--- config.mk ---
export PLATFORM = sky130hd
export DESIGN_NAME = lfu_cache_lru_tiebreak_flat
export DESIGN_NICKNAME = d
export VERILOG_FILES = /design/src/design/lfu_pkg.sv /design/src/design/lfu_if.sv /design/src/design/lfu_cache_lru_tiebreak.sv /design/src/design/lfu_cell.sv /design/src/flat_wrapper.sv
export SDC_FILE = /design/constraint.sdc
export NUM_CORES = 2
export LEC_CHECK = 0
export ABC_CLOCK_PERIOD_IN_PS = 5400
export BUFFER_PORTS_ARGS = -buffer_cell sky130_fd_sc_hd__buf_2
export CAP_MARGIN = 0
export CORE_MARGIN = 2
export CORE_UTILIZATION = 40
export DETAILED_ROUTE_END_ITERATION = 6
export SLEW_MARGIN = 10
export SYNTH_ARGS = -nofsm -noshare
export SYNTH_HDL_FRONTEND = slang
export SYNTH_SLANG_ARGS = --single-unit
export TNS_END_PERCENT = 10
--- constraint.sdc ---
create_clock -name clk -period 5.4 [get_ports clk]
set_input_delay 1.08 -clock clk [delete_from_list [all_inputs] [get_ports clk]]
set_output_delay 1.08 -clock clk [all_outputs]
set_load 0.05 [all_outputs]
--- src/design/lfu_pkg.sv ---
package lfu_pkg;

  localparam int ENTRIES    = 16;
  localparam int COUNT_BITS = 16;
  localparam int KEY_W      = 32;
  localparam int DATA_W     = 32;
  localparam int CAP_W      = 5;

  localparam int IDX_W = (ENTRIES > 1) ? $clog2(ENTRIES) : 1;
  localparam int OCC_W = $clog2(ENTRIES + 1);
  localparam int LVL_W = (OCC_W > CAP_W) ? OCC_W : CAP_W;

  localparam logic [CAP_W-1:0]      CAP_RESET = CAP_W'(16);
  localparam logic [COUNT_BITS-1:0] COUNT_MAX = '1;
  localparam logic [COUNT_BITS-1:0] COUNT_ONE = COUNT_BITS'(1);

  localparam logic KIND_GET = 1'b0;
  localparam logic KIND_PUT = 1'b1;

  typedef enum logic [1:0] {
    ST_IDLE,
    ST_LOOKUP,
    ST_SWEEP
  } state_t;

  typedef enum logic [1:0] {
    CELL_IDLE,
    CELL_BUMP,
    CELL_FILL,
    CELL_INSERT
  } cell_op_t;

  typedef struct packed {
    cell_op_t             op;
    logic                 wr_data;
    logic [IDX_W-1:0]     rank;
    logic [KEY_W-1:0]     key;
    logic [DATA_W-1:0]    data;
  } cell_cmd_t;

  typedef struct packed {
    logic                  vld;
    logic [COUNT_BITS-1:0] cnt;
    logic [IDX_W-1:0]      rank;
    logic [IDX_W-1:0]      idx;
  } cand_t;

  typedef struct packed {
    logic              vld;
    logic              hit;
    logic [IDX_W-1:0]  rank;
    logic [DATA_W-1:0] data;
  } cell_stat_t;

endpackage

--- src/design/lfu_if.sv ---
interface lfu_req_if;
  logic                      valid;
  logic                      ready;
  logic                      kind;
  logic [lfu_pkg::KEY_W-1:0]  key;
  logic [lfu_pkg::DATA_W-1:0] data_in;

  modport source (output valid, kind, key, data_in, input ready);
  modport sink   (input valid, kind, key, data_in, output ready);
endinterface

interface lfu_rsp_if;
  logic                       valid;
  logic                       ready;
  logic                       hit;
  logic [lfu_pkg::DATA_W-1:0] data_out;

  modport source (output valid, hit, data_out, input ready);
  modport sink   (input valid, hit, data_out, output ready);
endinterface

--- src/design/lfu_cache_lru_tiebreak.sv ---
// Channel   Dir  Payload               Transfer
// in_ch     in   kind, key, data_in    valid && ready
// out_ch    out  hit, data_out         valid && ready
// cfg       in   cfg_wdata (capacity)  cfg_we
//
// A get, a put that hits, or a put with room is accepted, then looked up.
// A put that must evict also sweeps after lookup: the victim candidate walks the
// cell row one cell per cycle before the victim slot is refilled.
// Reset clears all valid bits and occupancy; capacity returns to 16.
// A stalled result holds in the output register; the next item is accepted and
// waits in lookup, or at the end of its sweep, until the output register frees.
module lfu_cache_lru_tiebreak (
  input  logic                       clk,
  input  logic                       rst_n,
  lfu_req_if.sink                    in_ch,
  lfu_rsp_if.source                  out_ch,
  input  logic                       cfg_we,
  input  logic [lfu_pkg::CAP_W-1:0]  cfg_wdata
);

  localparam int N = lfu_pkg::ENTRIES;

  lfu_pkg::state_t               state_r, state_nxt;
  logic [lfu_pkg::CAP_W-1:0]     cap_r;
  logic [lfu_pkg::OCC_W-1:0]     occ_r, occ_nxt;
  logic [lfu_pkg::IDX_W-1:0]     sweep_cnt_r, sweep_cnt_nxt;
  logic                          item_kind_r;
  logic [lfu_pkg::KEY_W-1:0]     item_key_r;
  logic [lfu_pkg::DATA_W-1:0]    item_data_r;
  logic                          out_valid_r;
  logic                          out_hit_r, out_hit_nxt;
  logic [lfu_pkg::DATA_W-1:0]    out_data_r, out_data_nxt;
  logic                          out_load;
  logic                          out_free;
  logic                          in_rdy;

  lfu_pkg::cell_cmd_t            cmd;
  logic [N-1:0]                  sel_vec;
  lfu_pkg::cell_stat_t           stat [N];
  lfu_pkg::cand_t                cand [N+1];

  logic [N-1:0]                  hit_vec;
  logic [N-1:0]                  valid_vec;
  logic [N-1:0]                  free_vec;
  logic [N-1:0]                  free_oh;
  logic [N-1:0]                  vict_oh;
  logic [lfu_pkg::DATA_W-1:0]    hit_data;
  logic [lfu_pkg::IDX_W-1:0]     hit_rank;
  logic [lfu_pkg::LVL_W-1:0]     cap_lvl, cap_eff, occ_lvl;
  logic                          any_hit;
  logic                          full;
  logic                          cap_zero;
  lfu_pkg::cand_t                victim;

  assign cand[0] = '0;

  for (genvar g = 0; g < N; g++) begin : g_cell
    lfu_cell u_cell (
      .clk      (clk),
      .rst_n    (rst_n),
      .cmd      (cmd),
      .sel      (sel_vec[g]),
      .idx      (lfu_pkg::IDX_W'(g)),
      .cand_in  (cand[g]),
      .cand_out (cand[g+1]),
      .stat     (stat[g])
    );
  end

  always_comb begin
    hit_data = '0;
    hit_rank = '0;
    for (int i = 0; i < N; i++) begin
      hit_vec[i]   = stat[i].hit;
      valid_vec[i] = stat[i].vld;
      hit_data     = hit_data | stat[i].data;
      hit_rank     = hit_rank | stat[i].rank;
    end
  end

  assign any_hit  = |hit_vec;
  assign free_vec = ~valid_vec;
  assign free_oh  = free_vec & (~free_vec + 1'b1);
  assign victim   = cand[N];
  assign vict_oh  = N'(1) << victim.idx;

  assign cap_lvl  = lfu_pkg::LVL_W'(cap_r);
  assign cap_eff  = (cap_lvl > lfu_pkg::LVL_W'(N)) ? lfu_pkg::LVL_W'(N) : cap_lvl;
  assign cap_zero = (cap_r == '0);
  assign occ_lvl  = lfu_pkg::LVL_W'(occ_r);
  assign full     = (occ_lvl >= cap_eff);
  assign out_free = !out_valid_r || out_ch.ready;

  always_comb begin
    state_nxt     = state_r;
    occ_nxt       = occ_r;
    sweep_cnt_nxt = sweep_cnt_r;
    in_rdy        = 1'b0;
    out_load      = 1'b0;
    out_hit_nxt   = 1'b0;
    out_data_nxt  = '0;
    sel_vec       = '0;
    cmd.op        = lfu_pkg::CELL_IDLE;
    cmd.wr_data   = 1'b0;
    cmd.rank      = hit_rank;
    cmd.key       = item_key_r;
    cmd.data      = item_data_r;
    case (state_r)
      lfu_pkg::ST_IDLE: begin
        in_rdy = 1'b1;
        if (in_ch.valid) begin
          state_nxt = lfu_pkg::ST_LOOKUP;
        end
      end
      lfu_pkg::ST_LOOKUP: begin
        if (item_kind_r == lfu_pkg::KIND_PUT && !cap_zero && !any_hit && full) begin
          state_nxt     = lfu_pkg::ST_SWEEP;
          sweep_cnt_nxt = '0;
        end else if (out_free) begin
          state_nxt = lfu_pkg::ST_IDLE;
          out_load  = 1'b1;
          if (item_kind_r == lfu_pkg::KIND_GET) begin
            out_hit_nxt  = any_hit;
            out_data_nxt = hit_data;
            if (any_hit) begin
              cmd.op  = lfu_pkg::CELL_BUMP;
              sel_vec = hit_vec;
            end
          end else if (!cap_zero) begin
            out_hit_nxt = any_hit;
            if (any_hit) begin
              cmd.op      = lfu_pkg::CELL_BUMP;
              cmd.wr_data = 1'b1;
              sel_vec     = hit_vec;
            end else begin
              cmd.op  = lfu_pkg::CELL_INSERT;
              sel_vec = free_oh;
              occ_nxt = occ_r + 1'b1;
            end
          end
        end
      end
      lfu_pkg::ST_SWEEP: begin
        if (sweep_cnt_r == lfu_pkg::IDX_W'(N - 1)) begin
          if (out_free) begin
            // evict and insert in one step: the victim slot takes the new key
            state_nxt = lfu_pkg::ST_IDLE;
            out_load  = 1'b1;
            cmd.op    = lfu_pkg::CELL_FILL;
            cmd.rank  = victim.rank;
            sel_vec   = vict_oh;
          end
        end else begin
          sweep_cnt_nxt = sweep_cnt_r + 1'b1;
        end
      end
      default: begin
        state_nxt = lfu_pkg::ST_IDLE;
      end
    endcase
  end

  always_ff @(posedge clk) begin
    if (!rst_n) begin
      state_r     <= lfu_pkg::ST_IDLE;
      occ_r       <= '0;
      sweep_cnt_r <= '0;
      out_valid_r <= 1'b0;
    end else begin
      state_r     <= state_nxt;
      occ_r       <= occ_nxt;
      sweep_cnt_r <= sweep_cnt_nxt;
      if (out_load) begin
        out_valid_r <= 1'b1;
      end else if (out_ch.ready) begin
        out_valid_r <= 1'b0;
      end
    end
  end

  always_ff @(posedge clk) begin
    if (!rst_n) begin
      cap_r <= lfu_pkg::CAP_RESET;
    end else if (cfg_we) begin
      cap_r <= cfg_wdata;
    end
  end

  always_ff @(posedge clk) begin
    if (in_rdy && in_ch.valid) begin
      item_kind_r <= in_ch.kind;
      item_key_r  <= in_ch.key;
      item_data_r <= in_ch.data_in;
    end
    if (out_load) begin
      out_hit_r  <= out_hit_nxt;
      out_data_r <= out_data_nxt;
    end
  end

  assign in_ch.ready     = in_rdy;
  assign out_ch.valid    = out_valid_r;
  assign out_ch.hit      = out_hit_r;
  assign out_ch.data_out = out_data_r;

  a_key_unique: assert property (@(posedge clk) disable iff (!rst_n)
    $onehot0(hit_vec))
    else $error("key present in more than one slot");

  a_occ_matches: assert property (@(posedge clk) disable iff (!rst_n)
    $countones(valid_vec) == int'(occ_r))
    else $error("occupancy differs from number of valid slots");

  a_victim_found: assert property (@(posedge clk) disable iff (!rst_n)
    (state_r == lfu_pkg::ST_SWEEP && sweep_cnt_r == lfu_pkg::IDX_W'(N - 1))
      |-> victim.vld)
    else $error("sweep ended without a victim");

  a_insert_free: assert property (@(posedge clk) disable iff (!rst_n)
    (cmd.op == lfu_pkg::CELL_INSERT) |-> ((sel_vec & valid_vec) == '0 && $onehot(sel_vec)))
    else $error("insert into an occupied or missing slot");

endmodule

--- src/design/lfu_cell.sv ---
module lfu_cell (
  input  logic                       clk,
  input  logic                       rst_n,
  input  lfu_pkg::cell_cmd_t         cmd,
  input  logic                       sel,
  input  logic [lfu_pkg::IDX_W-1:0]  idx,
  input  lfu_pkg::cand_t             cand_in,
  output lfu_pkg::cand_t             cand_out,
  output lfu_pkg::cell_stat_t        stat
);

  logic                           valid_r;
  logic [lfu_pkg::KEY_W-1:0]      key_r, key_nxt;
  logic [lfu_pkg::DATA_W-1:0]     data_r, data_nxt;
  logic [lfu_pkg::COUNT_BITS-1:0] count_r, count_nxt;
  logic [lfu_pkg::IDX_W-1:0]      rank_r, rank_nxt;
  lfu_pkg::cand_t                 cand_r, cand_nxt;
  logic                           ages;
  logic                           mine_better;
  logic                           key_hit;

  // entries more recent than the touched one age by one
  assign ages = valid_r && (rank_r < cmd.rank);

  always_comb begin
    key_nxt   = key_r;
    data_nxt  = data_r;
    count_nxt = count_r;
    rank_nxt  = rank_r;
    case (cmd.op)
      lfu_pkg::CELL_BUMP: begin
        if (sel) begin
          if (count_r != lfu_pkg::COUNT_MAX) begin
            count_nxt = count_r + lfu_pkg::COUNT_ONE;
          end
          rank_nxt = '0;
          if (cmd.wr_data) begin
            data_nxt = cmd.data;
          end
        end else if (ages) begin
          rank_nxt = rank_r + 1'b1;
        end
      end
      lfu_pkg::CELL_FILL: begin
        if (sel) begin
          key_nxt   = cmd.key;
          data_nxt  = cmd.data;
          count_nxt = lfu_pkg::COUNT_ONE;
          rank_nxt  = '0;
        end else if (ages) begin
          rank_nxt = rank_r + 1'b1;
        end
      end
      lfu_pkg::CELL_INSERT: begin
        if (sel) begin
          key_nxt   = cmd.key;
          data_nxt  = cmd.data;
          count_nxt = lfu_pkg::COUNT_ONE;
          rank_nxt  = '0;
        end else if (valid_r) begin
          rank_nxt = rank_r + 1'b1;
        end
      end
      default: begin
      end
    endcase
  end

  always_ff @(posedge clk) begin
    if (!rst_n) begin
      valid_r <= 1'b0;
    end else if (sel && cmd.op == lfu_pkg::CELL_INSERT) begin
      valid_r <= 1'b1;
    end
  end

  always_ff @(posedge clk) begin
    key_r   <= key_nxt;
    data_r  <= data_nxt;
    count_r <= count_nxt;
    rank_r  <= rank_nxt;
  end

  // victim search: keep the lower count, on equal count the older rank
  assign mine_better = valid_r &&
                       (!cand_in.vld || (count_r < cand_in.cnt) ||
                        (count_r == cand_in.cnt && rank_r > cand_in.rank));

  always_comb begin
    cand_nxt = cand_in;
    if (mine_better) begin
      cand_nxt.vld  = 1'b1;
      cand_nxt.cnt  = count_r;
      cand_nxt.rank = rank_r;
      cand_nxt.idx  = idx;
    end
  end

  always_ff @(posedge clk) begin
    if (!rst_n) begin
      cand_r <= '0;
    end else begin
      cand_r <= cand_nxt;
    end
  end

  assign cand_out = cand_r;

  assign key_hit   = valid_r && (key_r == cmd.key);
  assign stat.vld  = valid_r;
  assign stat.hit  = key_hit;
  assign stat.rank = key_hit ? rank_r : '0;
  assign stat.data = key_hit ? data_r : '0;

endmodule

--- src/flat_wrapper.sv ---
// flat-port wrapper written by rule: the top's interface ports become plain ports
module lfu_cache_lru_tiebreak_flat 
  (clk, rst_n, cfg_we, cfg_wdata, in_ch_valid, in_ch_kind, in_ch_key, in_ch_data_in, in_ch_ready, out_ch_valid, out_ch_hit, out_ch_data_out, out_ch_ready);
  lfu_req_if in_ch_i ();
  lfu_rsp_if out_ch_i ();
  input  logic clk;
  input  logic rst_n;
  input  logic cfg_we;
  input  logic [lfu_pkg::CAP_W-1:0] cfg_wdata;
  input wire logic [$bits(in_ch_i.valid)-1:0] in_ch_valid;
  input wire logic [$bits(in_ch_i.kind)-1:0] in_ch_kind;
  input wire logic [$bits(in_ch_i.key)-1:0] in_ch_key;
  input wire logic [$bits(in_ch_i.data_in)-1:0] in_ch_data_in;
  output wire logic [$bits(in_ch_i.ready)-1:0] in_ch_ready;
  output wire logic [$bits(out_ch_i.valid)-1:0] out_ch_valid;
  output wire logic [$bits(out_ch_i.hit)-1:0] out_ch_hit;
  output wire logic [$bits(out_ch_i.data_out)-1:0] out_ch_data_out;
  input wire logic [$bits(out_ch_i.ready)-1:0] out_ch_ready;
  assign in_ch_i.valid = in_ch_valid;
  assign in_ch_i.kind = in_ch_kind;
  assign in_ch_i.key = in_ch_key;
  assign in_ch_i.data_in = in_ch_data_in;
  assign in_ch_ready = in_ch_i.ready;
  assign out_ch_valid = out_ch_i.valid;
  assign out_ch_hit = out_ch_i.hit;
  assign out_ch_data_out = out_ch_i.data_out;
  assign out_ch_i.ready = out_ch_ready;
  lfu_cache_lru_tiebreak u_core (.clk(clk), .rst_n(rst_n), .in_ch(in_ch_i), .out_ch(out_ch_i), .cfg_we(cfg_we), .cfg_wdata(cfg_wdata));
endmodule
==> flow_metrics.py <==
metrics = {
    "global_routing": {
        "grt_pass1_vias": 55064,
        "grt_pass1_wl_um": 355000,
        "grt_max_degree": 116,
        "antenna_found_initial": 4,
        "overflow": 0,
        "grt_use_total_pct": 21.6,
    },
    "worst_setup_path": {
        "cp_top_family": "simple AND/OR/NAND/NOR gates",
        "crit_arrival_ns": 5.64,
        "crit_buf_inv": 3,
        "cp_slowest_cell": "edfxtp_1",
        "cp_cell_sequence": "buf_4 > xnor2_1 > nand4_1 > or4_1 > nor4_4 > buf_4 > a22oi_1 > nand3_1 > or3_1 > o21ai_1 > buf_4 > ha_1 > a21oi_1 > o22ai_1 > a41oi_1 > a21oi_2 > a21oi_2",
        "critPathKind": "flip-flop to flip-flop",
        "crit_required_ns": 5.91,
        "max_stage_delay_ns": 0.84,
        "worst-path-max-fanout": 14,
        "end_kind": "flip-flop",
        "critical_path.startpoint_type": "flip-flop",
        "crit_path_frequent_cell": "buf_4",
    },
    "timing": {
        "tightest_slew_ns": 1.15,
        "period_share_pct": 95.0,
        "hold_violations": 0,
        "skew_ns": 0.0818,
        "relSlewSlack_pct": 23.6,
        "setup_viol": 0,
        "final.min_clock_period_ns": 5.13,
        "slew_violations": 0,
        "tns_ns": 0,
        "fin_ws_ns": 0.271,
        "holdWs_ns": 0.374,
        "fmax_mhz": 195,
        "rsz0062_at_grt": "false",
    },
    "floorplanning": {
        "rows": 168,
        "initial_core_util_pct": 40.3,
        "fp.dieH_um": 464,
        "core_area_um2": 210000,
        "fp.dieW_um": 464,
        "ioPinCount": 110,
        "dieArea_um2": 215000,
    },
    "yosys": {
        "ys_seq_elements": 1843,
        "ys.flop_type": "edfxtp_1",
        "synth.avg_cell_area_um2": 12.4,
        "synth_cell_type_count": 79,
        "synth_edf_count": 1442,
        "synthCells": 6806,
        "synth_area_um2": 84600,
        "yosys_warnings": 0,
        "async_flop_share_pct": 0,
        "yosysSeqAreaShare_pct": 60.7,
        "synthesis.nets": 7277,
    },
    "place": {
        "port-buffer-count": 109,
        "place_inst": 9676,
        "place_congestion": 0.889,
        "place_area_um2": 90900,
        "dp_worst_setup_slack_ns": 0.367,
        "dp_hpwl_um": 157000,
    },
    "route": {
        "drc": 0,
        "wl_um": 237000,
        "wire_per_inst_um": 23.6,
        "vias": 55872,
        "drtIter0Drc": 5674,
        "postRouteAntennaNets": 0,
        "drtPass1Iterations": 6,
        "viasPerCell": 5.56,
    },
    "clocking": {
        "cts_num_sinks": 1843,
        "cts_resized": 0,
        "post_cts_buffers": 0,
        "hold_buffers": 0,
        "cts_buffers": 194,
        "cts_max_level": 4,
        "root_buffer": "clkbuf_16",
        "clk_latency_ns": 0.88,
        "clkTransAtPathRegs_ns": 0.06,
        "cts_tree": "yes",
        "cts.path.max_buffers": 3,
    },
    "flow_run": {
        "maxCapViolations": 0,
    },
    "finish": {
        "stdcell_count": 10045,
        "final_util_pct": 46.4,
        "syn_to_final_growth_pct": 15.1,
        "drive_gt1_share_pct": 11.2,
        "fin_nets": 7538,
        "fillerInstances": 18578,
        "final_area_um2": 97400,
    },
    "pwr": {
        "p_leak_nw": 33.1,
        "peakVddDrop_mv": 0.332,
        "powerDensity_nw_per_um2": 317,
        "finalPower_mw": 30.9,
    },
    "status": {
        "status": "complete, no violations",
    },
    "worst_hold_path": {
        "holdCritPathClass": "primary input to flip-flop",
    },
}
## cell type report
| cell class | count | area [µm²] | area share [%] |
|---|---|---|---|
| flip-flops and latches | 1843 | 51300 | 52.7 |
| multi-input cells | 4287 | 31000 | 31.8 |
| clock buffers | 256 | 5320 | 5.46 |
| repair buffers | 385 | 3700 | 3.80 |
| well taps | 2805 | 3510 | 3.60 |
| inverters | 356 | 1340 | 1.38 |
| clock inverters | 111 | 1180 | 1.22 |
| diodes | 2 | 5.00 | 0.00514 |
## synthesized netlist by cell type (21+ instances only)
cell | instances | area (µm²)
a21oi_1 | 173 | 866
a41oi_1 | 32 | 280
nor2_1 | 535 | 2010
mux2i_1 | 289 | 2890
a21oi_2 | 23 | 201
buf_1 | 26 | 97.6
or3_1 | 36 | 225
nand2b_1 | 56 | 350
o21a_1 | 58 | 435
inv_1 | 353 | 1330
buf_2 | 54 | 270
nand3_1 | 181 | 906
and4_1 | 27 | 236
a22oi_1 | 91 | 683
nor4_1 | 137 | 857
clkbuf_1 | 210 | 788
edfxtp_1 | 1442 | 43300
a21o_1 | 53 | 398
a221oi_1 | 106 | 928
nand2_1 | 425 | 1600
and2_1 | 85 | 532
nor3_1 | 58 | 290
ha_1 | 396 | 4950
xor2_1 | 496 | 4340
or2_2 | 21 | 131
and3_1 | 119 | 744
nor2b_1 | 49 | 307
a22o_1 | 101 | 885
nand4_1 | 181 | 1130
o21ai_0 | 117 | 586
dfxtp_1 | 401 | 8030
a31oi_1 | 36 | 225
xnor2_1 | 252 | 2210
## state kept, by name (all words and copies together) (netlist names)
register and count:
u_core.item_data_r 32, u_core.occ_lvl 5, u_core.cap_lvl 5, u_core.item_kind_r 1
u_core.g_cell.u_cell.rank_r 64, u_core.g_cell.u_cell.key_r 512, u_core.g_cell.u_cell.data_r 512, u_core.sweep_cnt_r 4
u_core.g_cell.u_cell.count_r 256, u_core.out_ch.data_out 32, u_core.state_r 2, u_core.g_cell.u_cell.cand_out 368
u_core.g_cell.u_cell.valid_r 16, u_core.out_ch.valid 1, u_core.out_ch.hit 1, u_core.item_key_r 32
## path summary, 6_finish.rpt
kind | start | endpoint | slack (ns) | depth (start not counted)
setup / recovery | u_core.item_key_r[4] | u_core.g_cell[14].u_cell.rank_r[0] | 0.27 | 17
hold / removal | in_ch_data_in[1] | u_core.item_data_r[1] | 0.37 | 1
hold reg to reg | u_core.g_cell[11].u_cell.cand_out[1] | u_core.g_cell[12].u_cell.cand_out[1] | 0.42 | 2
setup reg to reg | u_core.item_key_r[4] | u_core.g_cell[14].u_cell.rank_r[0] | 0.27 | 17
## where the power goes
| group | leakage (nW) | switching [mW] | internal (mW) | total [mW] |
|---|---|---|---|---|
| Combinational | 13.6 | 1.05 | 0.515 | 1.57 |
| Sequential | 16.3 | 0.250 | 15.6 | 15.8 |
| Clock | 3.16 | 5.87 | 7.63 | 13.5 |
| Total | 33.1 | 7.17 | 23.7 | 30.9 |
## per-layer routing
metal | vias to the layer above | track usage [%] | part of all wire, %
met2 | 2042 | 34.9 | 46
li1 | 25456 | - | -
met5 | - | 0 | 0
met4 | 0 | 6.14 | 2.8
met1 | 27968 | 30.3 | 44
met3 | 406 | 3.06 | 6.6
## layout by cell type (no fill, tap or decap), drive strengths merged, types with 12 or more instances in the layout
| master | netlist | final |
|---|---|---|
| a21o | 53 | 53 |
| a21oi | 196 | 196 |
| a221oi | 110 | 110 |
| a22o | 101 | 101 |
| a22oi | 91 | 91 |
| a31oi | 36 | 36 |
| a41oi | 33 | 33 |
| and2 | 85 | 85 |
| and3 | 120 | 120 |
| and4 | 28 | 28 |
| buf | 110 | 385 |
| bufinv | 0 | 13 |
| clkbuf | 210 | 256 |
| clkinv | 1 | 88 |
| dfxtp | 401 | 401 |
| edfxtp | 1442 | 1442 |
| ha | 396 | 396 |
| inv | 355 | 361 |
| mux2i | 289 | 289 |
| nand2 | 425 | 425 |
| nand2b | 56 | 56 |
| nand3 | 181 | 181 |
| nand4 | 181 | 181 |
| nor2 | 535 | 535 |
| nor2b | 49 | 49 |
| nor3 | 59 | 59 |
| nor4 | 138 | 138 |
| nor4b | 12 | 12 |
| o21a | 58 | 58 |
| o21ai | 127 | 127 |
| o22ai | 20 | 20 |
| or2 | 21 | 21 |
| or3 | 36 | 36 |
| or4 | 20 | 20 |
| xnor2 | 252 | 252 |
| xor2 | 496 | 496 |
## kinds of logic (layout without fill, tap and decap cells)
group / Yosys count / in the layout / synth area share [%]
other: 0 / 2 / 0
buffers and inverters: 676 / 1108 / 3.26
DFF: 1843 / 1843 / 60.7
muxes: 289 / 289 / 3.42
AOI/OAI and AO/OA: 874 / 874 / 7.32
and+or+nand+nor: 1980 / 1980 / 11.7
xor gates and xnor gates: 748 / 748 / 7.74
adders and majority gates: 396 / 396 / 5.86
Power figures use the tool's default switching activity.
